[config.mk]
export PLATFORM = sky130hd
export DESIGN_NAME = ssps_ctrl
export DESIGN_NICKNAME = d
export VERILOG_FILES = /design/src/hw/rtl/ssps_pkg.sv /design/src/hw/rtl/ssps_ctrl.sv
export SDC_FILE = /design/constraint.sdc
export NUM_CORES = 1
export LEC_CHECK = 0
export BUFFER_PORTS_ARGS = -buffer_cell sky130_fd_sc_hd__buf_2
export CORE_AREA = 2 2 39 41
export DETAILED_ROUTE_END_ITERATION = 7
export DIE_AREA = 0 0 41 43
export PLACE_DENSITY = 0.38
export RECOVER_POWER = 100
export SLEW_MARGIN = 20
export SYNTH_ARGS = -nofsm -noshare
export SYNTH_HDL_FRONTEND = slang
export SYNTH_SLANG_ARGS = --single-unit
[constraint.sdc]
create_clock -name clk -period 1.9 [get_ports clk]
set_input_delay 0.095 -clock clk [delete_from_list [all_inputs] [get_ports clk]]
set_output_delay 0.095 -clock clk [all_outputs]
set_load 0.1 [all_outputs]
[src/hw/rtl/ssps_pkg.sv]
// ----------------------------------------------------------------------------
// ssps_pkg
// Shared types and constants for the subarray target-sum detector.
// ----------------------------------------------------------------------------
`timescale 1ns / 1ps

package ssps_pkg;

  // Default capacity of the prefix store.
  localparam int MAX_LEN_DEF = 1024;

  // Field widths.
  localparam int VALUE_W  = 16;
  localparam int TARGET_W = 26;
  localparam int SUM_W    = 27;
  localparam int IN_DW    = 16;
  localparam int OUT_DW   = 8;

  // Controller states.
  typedef enum logic [1:0] {
    ST_IDLE,
    ST_SCAN,
    ST_DRAIN,
    ST_FINISH
  } ssps_state_t;

  // Commands from the controller to the datapath.
  typedef struct packed {
    logic accept;   // take the input request, update sum and store
    logic scan_rd;  // read the next stored prefix
    logic finish;   // close the item, emit a result if it was last
  } ssps_cmd_t;

  // Status from the datapath to the controller.
  typedef struct packed {
    logic count_zero;  // store was empty when the item arrived
    logic scan_end;    // current read is the last one of the scan
    logic last_pend;   // current item closes its sequence
    logic out_free;    // output register can take a result
  } ssps_status_t;

endpackage

[src/hw/rtl/ssps_ctrl.sv]
// ----------------------------------------------------------------------------
// ssps_ctrl
// Sequencer: accepts one request, scans a non-empty store, then closes the item.
// ----------------------------------------------------------------------------
`timescale 1ns / 1ps

module ssps_ctrl (
  input  logic                  clk,
  input  logic                  rst,
  input  logic                  s_tvalid,
  output logic                  s_tready,
  input  ssps_pkg::ssps_status_t status,
  output ssps_pkg::ssps_cmd_t    cmd
);

  import ssps_pkg::*;

  ssps_state_t state;
  ssps_state_t state_next;

  // State register.
  always_ff @(posedge clk) begin
    if (rst) begin
      state <= ST_IDLE;
    end else begin
      state <= state_next;
    end
  end

  // Next state and commands.
  always_comb begin
    state_next  = state;
    cmd         = '0;
    s_tready    = 1'b0;
    case (state)
      ST_IDLE: begin
        s_tready = 1'b1;
        if (s_tvalid) begin
          cmd.accept = 1'b1;
          state_next = status.count_zero ? ST_FINISH : ST_SCAN;
        end
      end
      ST_SCAN: begin
        cmd.scan_rd = 1'b1;
        if (status.scan_end) begin
          state_next = ST_DRAIN;
        end
      end
      ST_DRAIN: begin
        // The last read data is compared in this cycle.
        state_next = ST_FINISH;
      end
      ST_FINISH: begin
        if (!status.last_pend || status.out_free) begin
          cmd.finish = 1'b1;
          state_next = ST_IDLE;
        end
      end
      default: begin
        state_next = ST_IDLE;
      end
    endcase
  end

  // Assertions.
  a_accept_leaves_idle: assert property (@(posedge clk) disable iff (rst)
    cmd.accept |=> (state == ST_SCAN || state == ST_FINISH))
    else $error("accepted request did not start processing");

  a_drain_to_finish: assert property (@(posedge clk) disable iff (rst)
    state == ST_DRAIN |=> state == ST_FINISH)
    else $error("drain cycle not followed by finish");

  a_ready_in_idle: assert property (@(posedge clk) disable iff (rst)
    s_tready |-> state == ST_IDLE)
    else $error("input ready outside idle");

endmodule

-- After elaboration in Yosys (flattened, before gate mapping)
Cells that the tools add are included.
- register bits: 2
- input bits: 7
- output and inout bits: 4
- logic and storage cells: 22
- equality and inequality tests: 6
- mux-type cells: 11
- reduce and logical (&&, ||, !) cells: 4
- operators with widths (cell ; number):
    $mux W2 ; 4
    $pmux W2 S4 ; 1
    $mux W1 ; 6
    $ne A2 B2 Y1 const B ; 3
    $eq A2 B2 Y1 const B ; 2
    $reduce_and A3 Y1 ; 1
    $eq A2 B1 Y1 const B ; 1
    $logic_not A2 Y1 ; 1
    $logic_not A1 Y1 ; 1
    $logic_or A1 B1 Y1 ; 1

-- Longest topological paths before layout
Gate-level depths: netlist (run 1).
- word-level depth: 4
- mapped depth: 5

-- Worst setup path after synthesis (run 1)
No wires, ideal clock.
- kind: register -> output
- start point: register state[0]
- end point: output port cmd[0] (netlist name)
- data arrival time: 2.733 ns
- data required time: 1.805 ns
- slack: -0.928 ns
- cell stages (with the launch flop): 3
- buffers on the path: 0
- path through: dfxtp_1 ha_1 a21boi_0
- RTL lines (item ; RTL line ; text):
    start: declaration ; ssps_ctrl.sv:18 ; ssps_state_t state;
    start signal: assignment ; ssps_ctrl.sv:26 ; state <= state_next;
    end: declaration ; ssps_ctrl.sv:13 ; output ssps_pkg::ssps_cmd_t cmd

-- Worst setup path after layout (run 1)
- start point: register state[0]
- end point: register state[1]
- cells in the longest elaborated chain, start to end: 3
- elaborated cells on any way between the ends: 9
- ends and longest elaborated chain (item ; RTL line ; text):
    $eq A2 B2 Y1 (tied with other cells) ; ssps_ctrl.sv:35 ; case (state)
    $ne A2 B2 Y1 (no line) ; - ;
    $reduce_and A3 Y1 (no line) ; - ;
Several ways; a longest one is shown, not always the timed one.
A chain may end at the register's enable or synchronous reset.

==> Flow_metrics.wiki, run 1 <==
{| class="wikitable"
! Metric !! Value
|-
| Worst r2r src || state[0]$_SDFFE_PP0P_
|-
| DRC marker count from the first detailed-route iteration || 0
|-
| Post-synth design cell area || 195.2 um^2
|-
| Worst skew pair latency || 230 ps
|-
| Most frequent cells in the layout || buf_2 (6), clkbuf_2 (4), inv_1 (3), clkbuf_4 (3)
|-
| WL/cell || 8.760 um
|-
| Height of the chip || 43 um
|-
| Post-layout util || 21.07%
|-
| Most frequent standard cell in the layout excluding fill and tap cells || buf_2
|-
| Maxcap violations || 0
|-
| Total area of multi-input combinational cells || 147.6 um^2
|-
| Placeable Area || 1384 um^2
|-
| Synthesized instance count || 21
|-
| Area of all sequential standard cells || 40.04 um^2
|-
| Unrepaired setup endpoints after global routing || false
|-
| CP Max Fanout || 5
|-
| DR pass1 iterations || 1
|-
| Overall Global Routing Usage || 6.206%
|-
| Final weighted congestion in routability-driven placement || 0.6860
|-
| Post-route minimum period || 1637 ps
|-
| Worst setup startpoint || state[0]$_SDFFE_PP0P_
|-
| CP startpoint kind || register
|-
| CTS root buffer || clkbuf_4
|-
| Count of inserted antenna diode cells || 0
|-
| Setup skew after layout || 3.623 ps
|-
| Flip-flop and latch count after synthesis || 2
|-
| Cell area after layout || 291.5 um^2
|-
| Max Freq || 0.6109 GHz
|-
| Final-layout fill cell count || 162
|-
| Antenna violations before repair || 0
|-
| Count of cells resized by post-cts repair || 0
|-
| Share of layout cells above drive strength 1 || 50.00%
|-
| Setup Buffers After CTS || 0
|-
| Outcome || completed
|-
| Number of global-route vias before repair || 170
|-
| Worst-case clock buffer depth || 2
|-
| Max-slew violation total from the final report || 0
|-
| Top Ports || 11
|-
| Final wirelength || 438 um
|-
| Number of unique standard cell types used by synthesis || 12
|-
| Launch instance of the worst min-delay path || rst
|-
| Fin. Hold Viols || 0
|-
| DP Cell Count || 47
|-
| H-tree level count || 1
|-
| TritonCTS clock tree || done
|-
| DPL Wire Length || 362.1 um
|-
| Site Rows || 14
|-
| GR Overflow Total || 0
|-
| Post-cts hold buffer count || 0
|-
| Worst Path Required || 2010 ps
|-
| Wire length of the first global-routing pass || 641 um
|-
| Clock buffer count from CTS || 3
|-
| Number of failing setup endpoints in the final timing report || 0
|-
| Max_slew headroom || 63.85%
|-
| Initial Utilization || 14.10%
|-
| Area overhead of the layout relative to synthesis || 49.36%
|-
| Final total negative setup slack || 0 ps
|-
| Ratio of final minimum period to clock period || 86.15%
|-
| Syn_area_per_cell || 9.295 um^2
|-
| Total nets after synthesis || 32
|-
| Kind of critical path || reg -> reg
|-
| Routed vias || 188
|-
| Worst hold path type || in -> reg
|-
| Width of the die || 41 um
|-
| Worst endpoint data arrival time || 1750 ps
|-
| Port-buffer cells || 10
|-
| Clock input transition at the sequential cells of the worst setup and hold paths || 30 ps
|-
| Residual DRC count || 0
|-
| Placed inst area || 275.3 um^2
|-
| Via-to-Cell Ratio || 3.760
|-
| Largest register by flop count || state
|-
| Die area || 1763 um^2
|-
| CTS sink cnt || 2
|-
| Largest net degree at the start of global routing || 6
|-
| Critical Path Sink Type || register
|-
| Routed Antenna Nets || 0
|-
| Slew at the pin closest to its max-slew limit || 544.6 ps
|-
| Final standard cell count with taps included and fillers excluded || 50
|-
| Warnings from Yosys || 0
|-
| Final net count || 47
|-
| Largest registers || state (2)
|-
| Max reg flops || 2
|-
| Portion of the post-synthesis area used by sequential elements || 20.51%
|}
metal layers:
layer | vias to the layer above | part of all wire, % | GRT usage (%) | wire [um]
met4 | 0 | 0 | 0 | 0
met5 | - | 0 | 0 | 0
met1 | 79 | 39 | 5.414 | 170
li1 | 96 | - | - | -
met3 | 0 | 20 | 9.424 | 87
met2 | 13 | 41 | 8.438 | 180
synthesized netlist by cell type:
cell type	number	share of area, %
nor2_1	2	3.8
a21boi_0	1	3.8
dfxtp_1	2	21
nor2b_1	2	6.4
and2_1	1	3.2
mux2_1	1	5.8
a311oi_2	1	7.7
ha_1	4	26
o21bai_1	1	3.8
inv_1	3	5.8
mux2i_1	2	10
nand2b_1	1	3.2
cells by family after synthesis:
logic type	Yosys count	synth area share [%]
compound gates	3	15.39
fa+ha+maj	4	25.64
mux	3	16.03
buf+inv	3	5.769
simple gates	6	16.67
flops	2	20.51
path summary, 6_finish.rpt:
kind,end,slack (ps),depth (start not counted)
max,state[1]$_SDFFE_PP0P_,260,5
min,state[0]$_SDFFE_PP0P_,200,3
max reg2reg,state[1]$_SDFFE_PP0P_,260,5
min reg2reg,state[0]$_SDFFE_PP0P_,530,2
per-stage QoR:
step	worst slack (ps)	hold slack, ps
global placement	345.0	433.7
floorplan	176.5	275.3
finish	263.2	197.2
CTS	320.0	194.1
detailed placement	325.3	431.0
global route	160.5	213.9
critical path: stages (launching register included):
cell	delay [ps]
dfxtp_1	380
inv_1	80
ha_2	220
nor2b_1	140
a311oi_1	350
mux2_1	360
cell type report:
| cell class | instances | area share (%) |
|---|---|---|
| clock buffers | 3 | 7.725 |
| inverters | 3 | 3.863 |
| multi-input cells | 16 | 50.64 |
| flip-flops and latches | 2 | 13.73 |
| well taps | 16 | 6.867 |
| repair buffers | 10 | 17.17 |
Power of run 1 is not shown: default switching activity piles up to over one toggle a cycle in this logic, so the estimate is an artifact.
==> run 2: changes to the inputs <==
--- a/config.mk
+++ b/config.mk
@@ -11,3 +11,3 @@
 export DIE_AREA = 0 0 41 43
-export PLACE_DENSITY = 0.38
+export PLACE_DENSITY = 0.45
 export RECOVER_POWER = 100
==> constraint.sdc (replaced) <==
create_clock -name clk -period 1.9 [get_ports clk]
set_input_delay 0.38 -clock clk [delete_from_list [all_inputs] [get_ports clk]]
set_output_delay 0.38 -clock clk [all_outputs]
set_load 0.1 [all_outputs]
==> Flow_metrics.wiki, run 2 (synthesized netlist as in run 1, its figures left out) <==
{| class="wikitable"
! Metric !! Value
|-
| Slew at the pin closest to its max-slew limit || 539.8 ps
|-
| Worst endpoint data arrival time || 1420 ps
|-
| Routed vias || 177
|-
| H-tree level count || 1
|-
| Number of global-route vias before repair || 195
|-
| CTS root buffer || clkbuf_4
|-
| Largest register by flop count || state
|-
| DPL Wire Length || 337.8 um
|-
| Kind of critical path || reg -> out
|-
| Count of inserted antenna diode cells || 0
|-
| TritonCTS clock tree || done
|-
| Kind of cell adding the most delay to the critical path || buffers and inverters
|-
| Maxcap violations || 0
|-
| Ratio of final minimum period to clock period || 94.64%
|-
| Cell area after layout || 292.8 um^2
|-
| DP Cell Count || 47
|-
| Top Ports || 11
|-
| Initial Utilization || 14.10%
|-
| Critical Path Sink Type || primary output
|-
| Largest net degree at the start of global routing || 6
|-
| Height of the chip || 43 um
|-
| Antenna violations before repair || 0
|-
| Port-buffer cells || 10
|-
| Residual DRC count || 0
|-
| Via-to-Cell Ratio || 3.540
|-
| Critical Path, Cell by Cell || inv_1 -> ha_2 -> and2_4 -> buf_2
|-
| WL/cell || 8.080 um
|-
| Largest registers || state (2)
|-
| Wire length of the first global-routing pass || 655 um
|-
| Overall Global Routing Usage || 6.300%
|-
| Setup skew after layout || 1.211 ps
|-
| Placeable Area || 1384 um^2
|-
| Number of failing setup endpoints in the final timing report || 0
|-
| Worst hold path type || in -> reg
|-
| Worst Path Required || 1520 ps
|-
| Unrepaired setup endpoints after global routing || false
|-
| Outcome || completed
|-
| Post-route minimum period || 1798 ps
|-
| Cell type of the slowest stage on the worst timing path || buf_2
|-
| Most frequent standard cell in the layout excluding fill and tap cells || buf_2
|-
| Final weighted congestion in routability-driven placement || 0.6246
|-
| DRC marker count from the first detailed-route iteration || 0
|-
| GR Overflow Total || 0
|-
| Clock buffer count from CTS || 3
|-
| Max Freq || 0.5562 GHz
|-
| Final standard cell count with taps included and fillers excluded || 50
|-
| CP startpoint kind || register
|-
| Routed Antenna Nets || 0
|-
| CP Max Fanout || 5
|-
| Count of cells resized by post-cts repair || 0
|-
| Post-cts hold buffer count || 0
|-
| Max reg flops || 2
|-
| Die area || 1763 um^2
|-
| Final wirelength || 404 um
|-
| Number of buffer and inverter instances along the worst setup path || 2
|-
| Max_slew headroom || 64.16%
|-
| Slowest Stage Delay on Critical Path || 410 ps
|-
| Final total negative setup slack || 0 ps
|-
| Worst skew pair latency || 220 ps
|-
| Share of layout cells above drive strength 1 || 50.00%
|-
| Max-slew violation total from the final report || 0
|-
| DR pass1 iterations || 1
|-
| Fin. Hold Viols || 0
|-
| Worst-case clock buffer depth || 2
|-
| Most frequent cells in the layout || buf_2 (7), inv_1 (3), clkbuf_4 (3), clkbuf_2 (3)
|-
| Clock input transition at the sequential cells of the worst setup and hold paths || 30 ps
|-
| Site Rows || 14
|-
| Final net count || 47
|-
| Width of the die || 41 um
|-
| Placed inst area || 276.5 um^2
|-
| Hold slack final || 475.6 ps
|-
| CTS sink cnt || 2
|-
| Area overhead of the layout relative to synthesis || 50.00%
|-
| Setup Buffers After CTS || 0
|}
-- run 2: final timing paths --
| path | depth (start not counted) | from | slack [ps] | end |
|---|---|---|---|---|
| setup / recovery | 4 | state[1]$_SDFFE_PP0P_ | 100 | cmd[2] |
| hold / removal | 3 | rst | 480 | state[0]$_SDFFE_PP0P_ |
| setup reg to reg | 5 | state[0]$_SDFFE_PP0P_ | 250 | state[1]$_SDFFE_PP0P_ |
| hold reg to reg | 2 | state[0]$_SDFFE_PP0P_ | 530 | state[0]$_SDFFE_PP0P_ |
-- run 2: routing by layer --
| layer | GRT usage (%) | routed length [um] | vias to the layer above |
|---|---|---|---|
| met4 | 10.00 | 0 | 0 |
| met2 | 8.750 | 174 | 10 |
| met3 | 1.571 | 52 | 0 |
| met5 | 0 | 0 | - |
| li1 | - | - | 96 |
| met1 | 5.397 | 177 | 71 |
-- run 2: area by class of cell --
cell class              count  area [um^2]
flip-flops and latches      2        40.04
multi-input cells          16        148.9
well taps                  16        20.02
repair buffers             10        50.05
inverters                   3        11.26
clock buffers               3        22.52
fillers                   153         1091
-- run 2: stage by stage --
stage	utilization, %	setup slack (ps)
2_1_floorplan	-	113.4
3_3_place_gp	19.98	319.0
3_5_place_dp	19.98	317.5
4_1_cts	21.61	77.36
5_1_grt	21.16	10.73
6_report	21.16	101.9
-- run 2: worst reg2reg max path: cells and delay by family, from the launching register on --
family,cells,cell delay (ps)
buffers and inverters,1,80
AOI/OAI and AO/OA,1,350
DFF,1,380
adders and majority gates,1,220
and+or+nand+nor,1,140
muxes,1,370
Power of run 2 is left out for the same reason.
